### config.mk
export PLATFORM = sky130hd
export DESIGN_NAME = mic_sample_peak_agc_core
export DESIGN_NICKNAME = d
export VERILOG_FILES = /design/src/rtl/core/mspagc_pkg.sv /design/src/rtl/core/mic_sample_peak_agc_core.sv /design/src/rtl/core/mspagc_front.sv /design/src/rtl/core/mspagc_queue.sv /design/src/rtl/core/mspagc_back.sv
export SDC_FILE = /design/constraint.sdc
export NUM_CORES = 2
export LEC_CHECK = 0
export BUFFER_PORTS_ARGS = -buffer_cell sky130_fd_sc_hd__buf_2
export CAP_MARGIN = 30
export CELL_PAD_IN_SITES_DETAIL_PLACEMENT = 0
export CELL_PAD_IN_SITES_GLOBAL_PLACEMENT = 1
export CORE_AREA = 2 2 351 353
export CTS_CLUSTER_SIZE = 8
export DETAILED_ROUTE_END_ITERATION = 12
export DIE_AREA = 0 0 353 355
export PLACE_DENSITY = 0.94
export SKIP_CTS_REPAIR_TIMING = 1
export SYNTH_ARGS = -nofsm -noshare
export SYNTH_HDL_FRONTEND = slang
export SYNTH_HIERARCHICAL = 1
export SYNTH_SLANG_ARGS = --single-unit
### constraint.sdc
create_clock -name clk -period 15.65 [get_ports clk]
set_input_delay 1.565 -clock clk [delete_from_list [all_inputs] [get_ports clk]]
set_output_delay 1.565 -clock clk [all_outputs]
set_load 0.005 [all_outputs]
### src/rtl/core/mspagc_pkg.sv
`default_nettype none

package mspagc_pkg;

  // Default depth of one feed chunk, in frames
  localparam int MAX_CHUNK_DEF = 1024;

  // Depth of the queue between the front and the back
  localparam int QUEUE_DEPTH = 2;

  // Configuration port
  localparam int CFG_IDX_W  = 3;
  localparam int CFG_DATA_W = 16;

  localparam logic [CFG_IDX_W-1:0] CFG_GAIN_BITS          = 3'd0;
  localparam logic [CFG_IDX_W-1:0] CFG_AUTO_VOLUME        = 3'd1;
  localparam logic [CFG_IDX_W-1:0] CFG_SMOOTHING_FACTOR   = 3'd2;
  localparam logic [CFG_IDX_W-1:0] CFG_PROCESSING_ENABLED = 3'd3;
  localparam logic [CFG_IDX_W-1:0] CFG_CHUNK_SAMPLES      = 3'd4;

  localparam logic [3:0]  GAIN_BITS_RST        = 4'd0;
  localparam logic        AUTO_VOLUME_RST      = 1'b0;
  localparam logic [15:0] SMOOTHING_FACTOR_RST = 16'd655;
  localparam logic        PROCESSING_RST       = 1'b0;
  localparam logic [10:0] CHUNK_SAMPLES_RST    = 11'd512;

  // Peak tracking arithmetic, peak in Q24.16 and gain in Q0.16
  localparam int MAG_W  = 31;
  localparam int PEAK_W = 40;
  localparam int FRAC_W = 16;
  localparam int QUOT_W = 16;
  localparam int PROD_W = PEAK_W + FRAC_W;

  localparam logic [PEAK_W-1:0] PEAK_ONE = 40'h00_0001_0000;
  localparam logic [PEAK_W-1:0] PEAK_MAX = 40'hFF_FFFF_FFFF;
  localparam logic [PEAK_W-1:0] PEAK_LIM = 40'h00_7FFF_0000;

  localparam logic signed [15:0] I16_MAX = 16'sh7FFF;
  localparam logic signed [15:0] I16_MIN = -16'sh8000;

  typedef struct packed {
    logic signed [31:0] mic_word;
    logic signed [15:0] ref_sample;
    logic               ref_present;
  } mic_in_t;

  typedef struct packed {
    logic signed [15:0] mic_sample;
    logic signed [15:0] ref_out;
    logic               chunk_last;
  } mic_out_t;

  // One classified request as it waits for the back
  typedef struct packed {
    logic signed [31:0] raw;
    logic               agc;
    logic signed [15:0] ref_out;
    logic               chunk_last;
  } agc_item_t;

  typedef struct packed {
    logic full;
    logic empty;
  } q_status_t;

  typedef enum logic [2:0] {
    ST_IDLE,
    ST_MULT,
    ST_UPD,
    ST_CHK,
    ST_DIV,
    ST_MULG,
    ST_DONE
  } back_state_t;

endpackage

`default_nettype wire

### src/rtl/core/mic_sample_peak_agc_core.sv
`default_nettype none

// Microphone sample scaler with peak-tracking gain control.
// The sample channel (sample_valid, sample_stall, sample) takes one raw I2S slot
// with its paired reference sample; a request is taken when valid is high and
// stall is low. The result channel (result_valid, result_stall, result) gives
// exactly one scaled, saturated sample per request, in order, with the reference
// and the end-of-chunk flag.
// A front stage classifies each request and counts chunk entries, a two-entry
// queue holds it, and a back engine applies the gain and owns the output register.
// With gain control on, the back engine also tracks the peak and, when it lies above
// 32767, forms the gain by bit-serial division of 32767 by the peak; it takes a
// new request from the queue only once it is through with the last one.
// The user must write registers on the cfg port only while the block is idle;
// the block does not enforce this. Reset restores every cfg register to its
// default, sets the peak to 1.0, clears the chunk position and empties the
// queue. While result_stall is high the result holds; the queue still takes
// requests until it is full, and then sample_stall rises.
module mic_sample_peak_agc_core #(
  parameter int MAX_CHUNK = mspagc_pkg::MAX_CHUNK_DEF
) (
  input  logic                               clk,
  input  logic                               rst,
  input  logic                               sample_valid,
  output logic                               sample_stall,
  input  mspagc_pkg::mic_in_t                sample,
  output logic                               result_valid,
  input  logic                               result_stall,
  output mspagc_pkg::mic_out_t               result,
  input  logic                               cfg_wr_en,
  input  logic [mspagc_pkg::CFG_IDX_W-1:0]   cfg_index,
  input  logic [mspagc_pkg::CFG_DATA_W-1:0]  cfg_data
);
  import mspagc_pkg::*;

  logic [3:0]  gain_bits;
  logic        auto_volume;
  logic [15:0] smoothing_factor;
  logic        processing_enabled;
  logic [10:0] chunk_samples;

  logic        push;
  logic        pop;
  agc_item_t   wr_item;
  agc_item_t   rd_item;
  q_status_t   qstat;

  always_ff @(posedge clk) begin
    if (rst) begin
      gain_bits          <= GAIN_BITS_RST;
      auto_volume        <= AUTO_VOLUME_RST;
      smoothing_factor   <= SMOOTHING_FACTOR_RST;
      processing_enabled <= PROCESSING_RST;
      chunk_samples      <= CHUNK_SAMPLES_RST;
    end else if (cfg_wr_en) begin
      unique case (cfg_index)
        CFG_GAIN_BITS:          gain_bits          <= cfg_data[3:0];
        CFG_AUTO_VOLUME:        auto_volume        <= cfg_data[0];
        CFG_SMOOTHING_FACTOR:   smoothing_factor   <= cfg_data;
        CFG_PROCESSING_ENABLED: processing_enabled <= cfg_data[0];
        CFG_CHUNK_SAMPLES:      chunk_samples      <= cfg_data[10:0];
        default: begin
          gain_bits <= gain_bits;
        end
      endcase
    end
  end

  mspagc_front #(
    .MAX_CHUNK(MAX_CHUNK)
  ) u_front (
    .clk                (clk),
    .rst                (rst),
    .sample_valid       (sample_valid),
    .sample_stall       (sample_stall),
    .sample             (sample),
    .gain_bits          (gain_bits),
    .auto_volume        (auto_volume),
    .processing_enabled (processing_enabled),
    .chunk_samples      (chunk_samples),
    .qstat              (qstat),
    .push               (push),
    .entry              (wr_item)
  );

  mspagc_queue u_queue (
    .clk     (clk),
    .rst     (rst),
    .push    (push),
    .wr_item (wr_item),
    .pop     (pop),
    .rd_item (rd_item),
    .qstat   (qstat)
  );

  mspagc_back u_back (
    .clk              (clk),
    .rst              (rst),
    .qstat            (qstat),
    .item             (rd_item),
    .pop              (pop),
    .smoothing_factor (smoothing_factor),
    .result_valid     (result_valid),
    .result_stall     (result_stall),
    .result           (result)
  );

endmodule

`default_nettype wire

### src/rtl/core/mspagc_front.sv
`default_nettype none

module mspagc_front #(
  parameter int MAX_CHUNK = mspagc_pkg::MAX_CHUNK_DEF
) (
  input  logic                  clk,
  input  logic                  rst,
  input  logic                  sample_valid,
  output logic                  sample_stall,
  input  mspagc_pkg::mic_in_t   sample,
  input  logic [3:0]            gain_bits,
  input  logic                  auto_volume,
  input  logic                  processing_enabled,
  input  logic [10:0]           chunk_samples,
  input  mspagc_pkg::q_status_t qstat,
  output logic                  push,
  output mspagc_pkg::agc_item_t entry
);
  import mspagc_pkg::*;

  localparam int PW = $clog2(2 * MAX_CHUNK + 2);

  logic [PW-1:0]      chunk_pos;
  logic [PW-1:0]      chunk_pos_next;
  logic [PW-1:0]      pos_sum;
  logic [PW-1:0]      limit;
  logic               last;
  logic signed [31:0] shifted;
  logic [4:0]         shamt;

  assign sample_stall = qstat.full;
  assign push         = sample_valid && !qstat.full;

  // Drop the unused top bit of the slot, then keep gain_bits more bits of magnitude.
  assign shifted = {sample.mic_word[30:0], 1'b0};
  assign shamt   = 5'd16 - {1'b0, gain_bits};

  always_comb begin
    if (chunk_samples == 11'd0) begin
      limit = PW'(2);
    end else if (chunk_samples > MAX_CHUNK) begin
      limit = PW'(2 * MAX_CHUNK);
    end else begin
      limit = PW'({chunk_samples, 1'b0});
    end
  end

  assign pos_sum = chunk_pos + (processing_enabled ? PW'(2) : PW'(1));
  assign last    = (pos_sum >= limit);

  always_comb begin
    chunk_pos_next = chunk_pos;
    if (push) begin
      chunk_pos_next = last ? '0 : pos_sum;
    end
  end

  always_comb begin
    entry.raw        = shifted >>> shamt;
    entry.agc        = auto_volume;
    entry.ref_out    = (processing_enabled && sample.ref_present) ? sample.ref_sample : '0;
    entry.chunk_last = last;
  end

  always_ff @(posedge clk) begin
    if (rst) begin
      chunk_pos <= '0;
    end else begin
      chunk_pos <= chunk_pos_next;
    end
  end

endmodule

`default_nettype wire

### src/rtl/core/mspagc_queue.sv
`default_nettype none

module mspagc_queue (
  input  logic                  clk,
  input  logic                  rst,
  input  logic                  push,
  input  mspagc_pkg::agc_item_t wr_item,
  input  logic                  pop,
  output mspagc_pkg::agc_item_t rd_item,
  output mspagc_pkg::q_status_t qstat
);
  import mspagc_pkg::*;

  localparam int PTR_W = (QUEUE_DEPTH > 1) ? $clog2(QUEUE_DEPTH) : 1;
  localparam int CNT_W = $clog2(QUEUE_DEPTH + 1);

  agc_item_t          slots [QUEUE_DEPTH];
  logic [PTR_W-1:0]   wr_ptr;
  logic [PTR_W-1:0]   rd_ptr;
  logic [CNT_W-1:0]   count;
  logic [CNT_W-1:0]   count_next;

  function automatic logic [PTR_W-1:0] ptr_inc(input logic [PTR_W-1:0] p);
    logic [PTR_W-1:0] r;
    if (p == PTR_W'(QUEUE_DEPTH - 1)) begin
      r = '0;
    end else begin
      r = p + PTR_W'(1);
    end
    return r;
  endfunction

  assign qstat.full  = (count == CNT_W'(QUEUE_DEPTH));
  assign qstat.empty = (count == '0);
  assign rd_item     = slots[rd_ptr];

  always_comb begin
    count_next = count;
    if (push && !pop) begin
      count_next = count + CNT_W'(1);
    end else if (pop && !push) begin
      count_next = count - CNT_W'(1);
    end
  end

  always_ff @(posedge clk) begin
    if (rst) begin
      wr_ptr <= '0;
      rd_ptr <= '0;
      count  <= '0;
    end else begin
      count <= count_next;
      if (push) begin
        wr_ptr <= ptr_inc(wr_ptr);
      end
      if (pop) begin
        rd_ptr <= ptr_inc(rd_ptr);
      end
    end
  end

  always_ff @(posedge clk) begin
    if (push) begin
      slots[wr_ptr] <= wr_item;
    end
  end

  a_no_push_full: assert property (@(posedge clk) disable iff (rst) push |-> !qstat.full)
    else $error("queue written while full");
  a_no_pop_empty: assert property (@(posedge clk) disable iff (rst) pop |-> !qstat.empty)
    else $error("queue read while empty");

endmodule

`default_nettype wire

### src/rtl/core/mspagc_back.sv
`default_nettype none

module mspagc_back (
  input  logic                  clk,
  input  logic                  rst,
  input  mspagc_pkg::q_status_t qstat,
  input  mspagc_pkg::agc_item_t item,
  output logic                  pop,
  input  logic [15:0]           smoothing_factor,
  output logic                  result_valid,
  input  logic                  result_stall,
  output mspagc_pkg::mic_out_t  result
);
  import mspagc_pkg::*;

  localparam int CNT_W = $clog2(QUOT_W);

  back_state_t         state;
  back_state_t         state_next;
  logic [PEAK_W-1:0]   peak_level;
  logic [PEAK_W-1:0]   peak_level_next;
  logic                out_load;
  logic                out_free;

  logic [MAG_W-1:0]    mag;
  logic                neg;
  logic signed [31:0]  res;
  logic signed [15:0]  ref_out;
  logic                chunk_last;
  logic [PROD_W-1:0]   prod;
  logic [PEAK_W-1:0]   rem;
  logic [QUOT_W-1:0]   quot;
  logic [CNT_W-1:0]    cnt;

  logic [31:0]         item_abs;
  logic [PEAK_W-1:0]   a_sat;
  logic                rise;
  logic [PEAK_W-1:0]   diff;
  logic [PROD_W-1:0]   decayed;
  logic [PEAK_W:0]     rem_sh;
  logic                fits;
  logic [MAG_W+QUOT_W-1:0] scaled;
  logic signed [15:0]  sat;

  assign out_free = !result_valid || !result_stall;

  assign item_abs = item.raw[31] ? 32'(-item.raw) : 32'(item.raw);

  // New absolute sample in Q24.16, pinned at the largest peak.
  assign a_sat   = (|mag[MAG_W-1:24]) ? PEAK_MAX : {mag[23:0], 16'h0000};
  assign rise    = (a_sat > peak_level);
  assign diff    = peak_level - a_sat;
  assign decayed = {peak_level, 16'h0000} - prod;
  assign rem_sh  = {rem, 1'b0};
  assign fits    = (rem_sh >= {1'b0, peak_level});
  assign scaled  = mag * quot;

  always_comb begin
    if (res > 32'sd32767) begin
      sat = I16_MAX;
    end else if (res < -32'sd32768) begin
      sat = I16_MIN;
    end else begin
      sat = res[15:0];
    end
  end

  always_comb begin
    state_next = state;
    unique case (state)
      ST_IDLE: begin
        if (!qstat.empty) begin
          state_next = item.agc ? ST_MULT : ST_DONE;
        end
      end
      ST_MULT: state_next = rise ? ST_CHK : ST_UPD;
      ST_UPD:  state_next = ST_CHK;
      ST_CHK:  state_next = (peak_level <= PEAK_LIM) ? ST_DONE : ST_DIV;
      ST_DIV: begin
        if (cnt == CNT_W'(QUOT_W - 1)) begin
          state_next = ST_MULG;
        end
      end
      ST_MULG: state_next = ST_DONE;
      ST_DONE: begin
        if (out_free) begin
          state_next = ST_IDLE;
        end
      end
      default: state_next = ST_IDLE;
    endcase
  end

  always_comb begin
    pop      = 1'b0;
    out_load = 1'b0;
    unique case (state)
      ST_IDLE: pop      = !qstat.empty;
      ST_DONE: out_load = out_free;
      default: begin
        pop      = 1'b0;
        out_load = 1'b0;
      end
    endcase
  end

  always_comb begin
    peak_level_next = peak_level;
    if (state == ST_MULT && rise) begin
      peak_level_next = a_sat;
    end else if (state == ST_UPD) begin
      peak_level_next = (decayed[PROD_W-1:FRAC_W] < PEAK_ONE) ? PEAK_ONE
                                                               : decayed[PROD_W-1:FRAC_W];
    end
  end

  always_ff @(posedge clk) begin
    if (rst) begin
      state        <= ST_IDLE;
      peak_level   <= PEAK_ONE;
      result_valid <= 1'b0;
    end else begin
      state      <= state_next;
      peak_level <= peak_level_next;
      if (out_load) begin
        result_valid <= 1'b1;
      end else if (!result_stall) begin
        result_valid <= 1'b0;
      end
    end
  end

  always_ff @(posedge clk) begin
    if (pop) begin
      mag        <= item_abs[MAG_W-1:0];
      neg        <= item.raw[31];
      res        <= item.raw;
      ref_out    <= item.ref_out;
      chunk_last <= item.chunk_last;
    end
    if (state == ST_MULT) begin
      prod <= diff * smoothing_factor;
    end
    if (state == ST_CHK) begin
      rem  <= PEAK_LIM;
      quot <= '0;
      cnt  <= '0;
    end
    // Long division of 32767 in Q24.16 by the peak, one quotient bit a cycle.
    if (state == ST_DIV) begin
      rem  <= fits ? PEAK_W'(rem_sh - {1'b0, peak_level}) : rem_sh[PEAK_W-1:0];
      quot <= {quot[QUOT_W-2:0], fits};
      cnt  <= cnt + CNT_W'(1);
    end
    if (state == ST_MULG) begin
      res <= neg ? -$signed({1'b0, scaled[MAG_W+QUOT_W-1:QUOT_W]})
                 : $signed({1'b0, scaled[MAG_W+QUOT_W-1:QUOT_W]});
    end
    if (out_load) begin
      result.mic_sample <= sat;
      result.ref_out    <= ref_out;
      result.chunk_last <= chunk_last;
    end
  end

  a_peak_floor: assert property (@(posedge clk) disable iff (rst)
    (state == ST_CHK) |-> (peak_level >= PEAK_ONE))
    else $error("peak below unity before gain check");
  a_mulg_after_div: assert property (@(posedge clk) disable iff (rst)
    (state == ST_MULG) |-> ($past(state) == ST_DIV))
    else $error("gain multiply without a finished division");
  a_load_sets_valid: assert property (@(posedge clk) disable iff (rst)
    out_load |=> result_valid)
    else $error("result register loaded but not valid");

endmodule

`default_nettype wire
==> flow_summary.ini <==
[cts]
htree_levels = 2
cts_tree = built
cts_buffer_depth = 3
clock_latency_ns = 0.65
cts.sinks = 424
numCtsBuffers = 60
cts-root-buf = clkbuf_16
path_clk_slew_ns = 0.05

[synthesis]
avgSynthCellArea_um2 = 9.13
syn_inst = 6870
synth-edff-count = 330
yosysSeqAreaShare = 0.188
syn-num-nets = 8261
synth.most_common_cell = nand2_1
synth_top_area_frac = 0.299
synthFlopType = edfxtp_1
yosysWarningCount = 6
ys_types = 114
ys_seq_elements = 424
synth_area_um2 = 62700
ys_top_cells_by_count = nand2_1 (1092), inv_1 (1069), fa_1 (936)
yosys.area.top_type = fa_1
synth_area_leaders = fa_1 (30%), edfxtp_1 (16%), ha_1 (7.6%)
synthArstFlopShare = 0

[global_route]
grtUsageTotal = 0.268
grt_pass1_wl_um = 272000
grt_max_degree = 79
gr-total-overflow = 0
antenna_found_initial = 2
grt_pass1_vias = 51600

[sta]
tightest_slew_ns = 1.04
fmax_mhz = 80.9
drv_slew = 0
period_needed_ns = 12.36
finalHoldViolations = 0
worst_clock_skew_ns = 0.0612
rsz0062_at_grt = no
slew_headroom = 0.309
tns_ns = 0
period_share = 0.790
finalSetupViolations = 0

[floorplan]
core-area_um2 = 121000
rows = 128
die_y_um = 355
die_width_um = 353
die_area_um2 = 125000
initial_utilization = 0.517
ios = 108

[finish]
fillers = 10800
area_growth_syn_to_layout_pct = 6.42
final_util = 0.550
drive_gt1_frac = 0.0682
finalNonFillerCells = 8455
fin_nets = 8170

[setup_path]
max_stage_delay_ns = 0.68
worstPathArrival_ns = 12.70
startpoint_type = register
critPathSlowestCell = edfxtp_1
end_kind = register
timing.critical_path.mode_cell = fa_1
cp.required_ns = 16.00
crit_path_max_fanout = 35
critical_path_class = register to register

[placed_design]
port_buffers = 106
placed_cells = 8340
hpwl_um = 124000
routabilityCongestion = 0.907

[route]
dr.pass1.iters = 6
vias = 49100
ant_nets = 0
drcViolationCount = 0
drt-total-wl_um = 165000
drt-initial-drc-count = 3799
routedWlPerCell_um = 19.6
viasPerCell = 5.80

[job]
maxCapViolations = 0

[outcome]
outcome = finished clean

[worst_hold_path]
hp-class = register to register
-- worst paths after layout --
path / startpoint / to / slack [ns] / cells past startpoint
setup / recovery: u_back/mag[25] / u_back/prod[54] / 3.29 / 39
hold / removal: u_back/ref_out[12] / u_back/result[13] / 0.41 / 0
setup reg to reg: u_back/mag[25] / u_back/prod[54] / 3.29 / 39
hold reg to reg: u_back/ref_out[12] / u_back/result[13] / 0.41 / 0
-- layout by cell type, fill, tap and decap left out, drive strengths merged, types with 14 or more instances in the layout --
| cell type | synthesis | final |
|---|---|---|
| o211ai | 50 | 50 |
| o221ai | 20 | 20 |
| edfxtp | 330 | 330 |
| a21oi | 259 | 259 |
| o21bai | 28 | 28 |
| and3 | 51 | 51 |
| or3 | 27 | 27 |
| o21a | 22 | 22 |
| o21ai | 203 | 203 |
| xnor2 | 163 | 163 |
| nand2b | 105 | 105 |
| nor3 | 66 | 66 |
| fa | 936 | 936 |
| clkbuf | 319 | 107 |
| o31ai | 36 | 36 |
| nand3 | 88 | 88 |
| mux4 | 24 | 24 |
| dfxtp | 94 | 94 |
| a21o | 122 | 122 |
| a22oi | 20 | 20 |
| nand2 | 1092 | 1092 |
| or2 | 16 | 16 |
| buf | 60 | 226 |
| nor2b | 56 | 56 |
| and2 | 367 | 367 |
| nand4 | 58 | 58 |
| xor2 | 85 | 85 |
| nor2 | 213 | 213 |
| ha | 382 | 382 |
| nor3b | 25 | 25 |
| a31oi | 49 | 49 |
| mux2 | 74 | 74 |
| a211oi | 41 | 41 |
| mux2i | 71 | 71 |
| and4 | 14 | 14 |
| inv | 1069 | 1069 |
| nor4 | 36 | 36 |
-- sequential cells by signal, summed over array words and instances (netlist names), 4 cells and up, named ones only --
register	cells
u_back/quot	16
u_back/res	32
smoothing_factor	16
u_back/ref_out	16
u_back/prod	56
u_front/chunk_pos	12
chunk_samples	11
u_back/cnt	4
u_back/result	33
u_queue/slots	100
u_back/rem	40
u_back/peak_level	40
gain_bits	4
u_back/mag	31
-- layer usage --
metal	GRT usage	wire (um)	vias to the layer above
met4	0.102	6450	2
met5	0	13	-
met3	0.0343	12000	419
met2	0.449	78800	1920
met1	0.358	68100	24600
li1	-	-	22100
-- cell type report --
class / count / area, um^2 / share of cell area
Multi-Input combinational cell: 4996 / 45500 / 0.681
Sequential cell: 424 / 11800 / 0.177
Inverter: 1071 / 4020 / 0.0602
Tap cell: 1625 / 2030 / 0.0305
Clock buffer: 107 / 1730 / 0.0259
Timing Repair Buffer: 226 / 1590 / 0.0238
Clock inverter: 4 / 120 / 0.00180
Antenna cell: 2 / 5.00 / 0.0000750
-- stage by stage --
stage                     area [um^2]  worst slack [ns]  hold slack, ns
after CTS                       66700              3.43           0.414
after detailed placement        64900              3.47           0.405
after global routing            66800              2.71           0.431
after floorplan                 62700              4.76           0.400
after global placement          64700              3.61           0.402
final                           66800              3.29           0.412
-- logic make-up after synthesis --
family | synth area share
simple gates | 0.174
compound gates | 0.107
mux | 0.0332
xor+xnor | 0.0346
buf+inv | 0.0888
flops | 0.188
fa+ha+maj | 0.375
-- worst max-delay path, delay by kind of cell, from the launching register on --
family                   cells  cell delay, ns
AO/OA/AOI/OAI               14            4.16
XOR/XNOR                     2            0.28
adder cells (fa/ha/maj)      9            4.09
buffers and inverters        7            1.14
flip-flops                   1            0.68
AND/OR/NAND/NOR              7            1.75
Power is left out: the tool's default activity adds up to more than one toggle a clock period on the data nets, which glitch-free logic cannot reach.
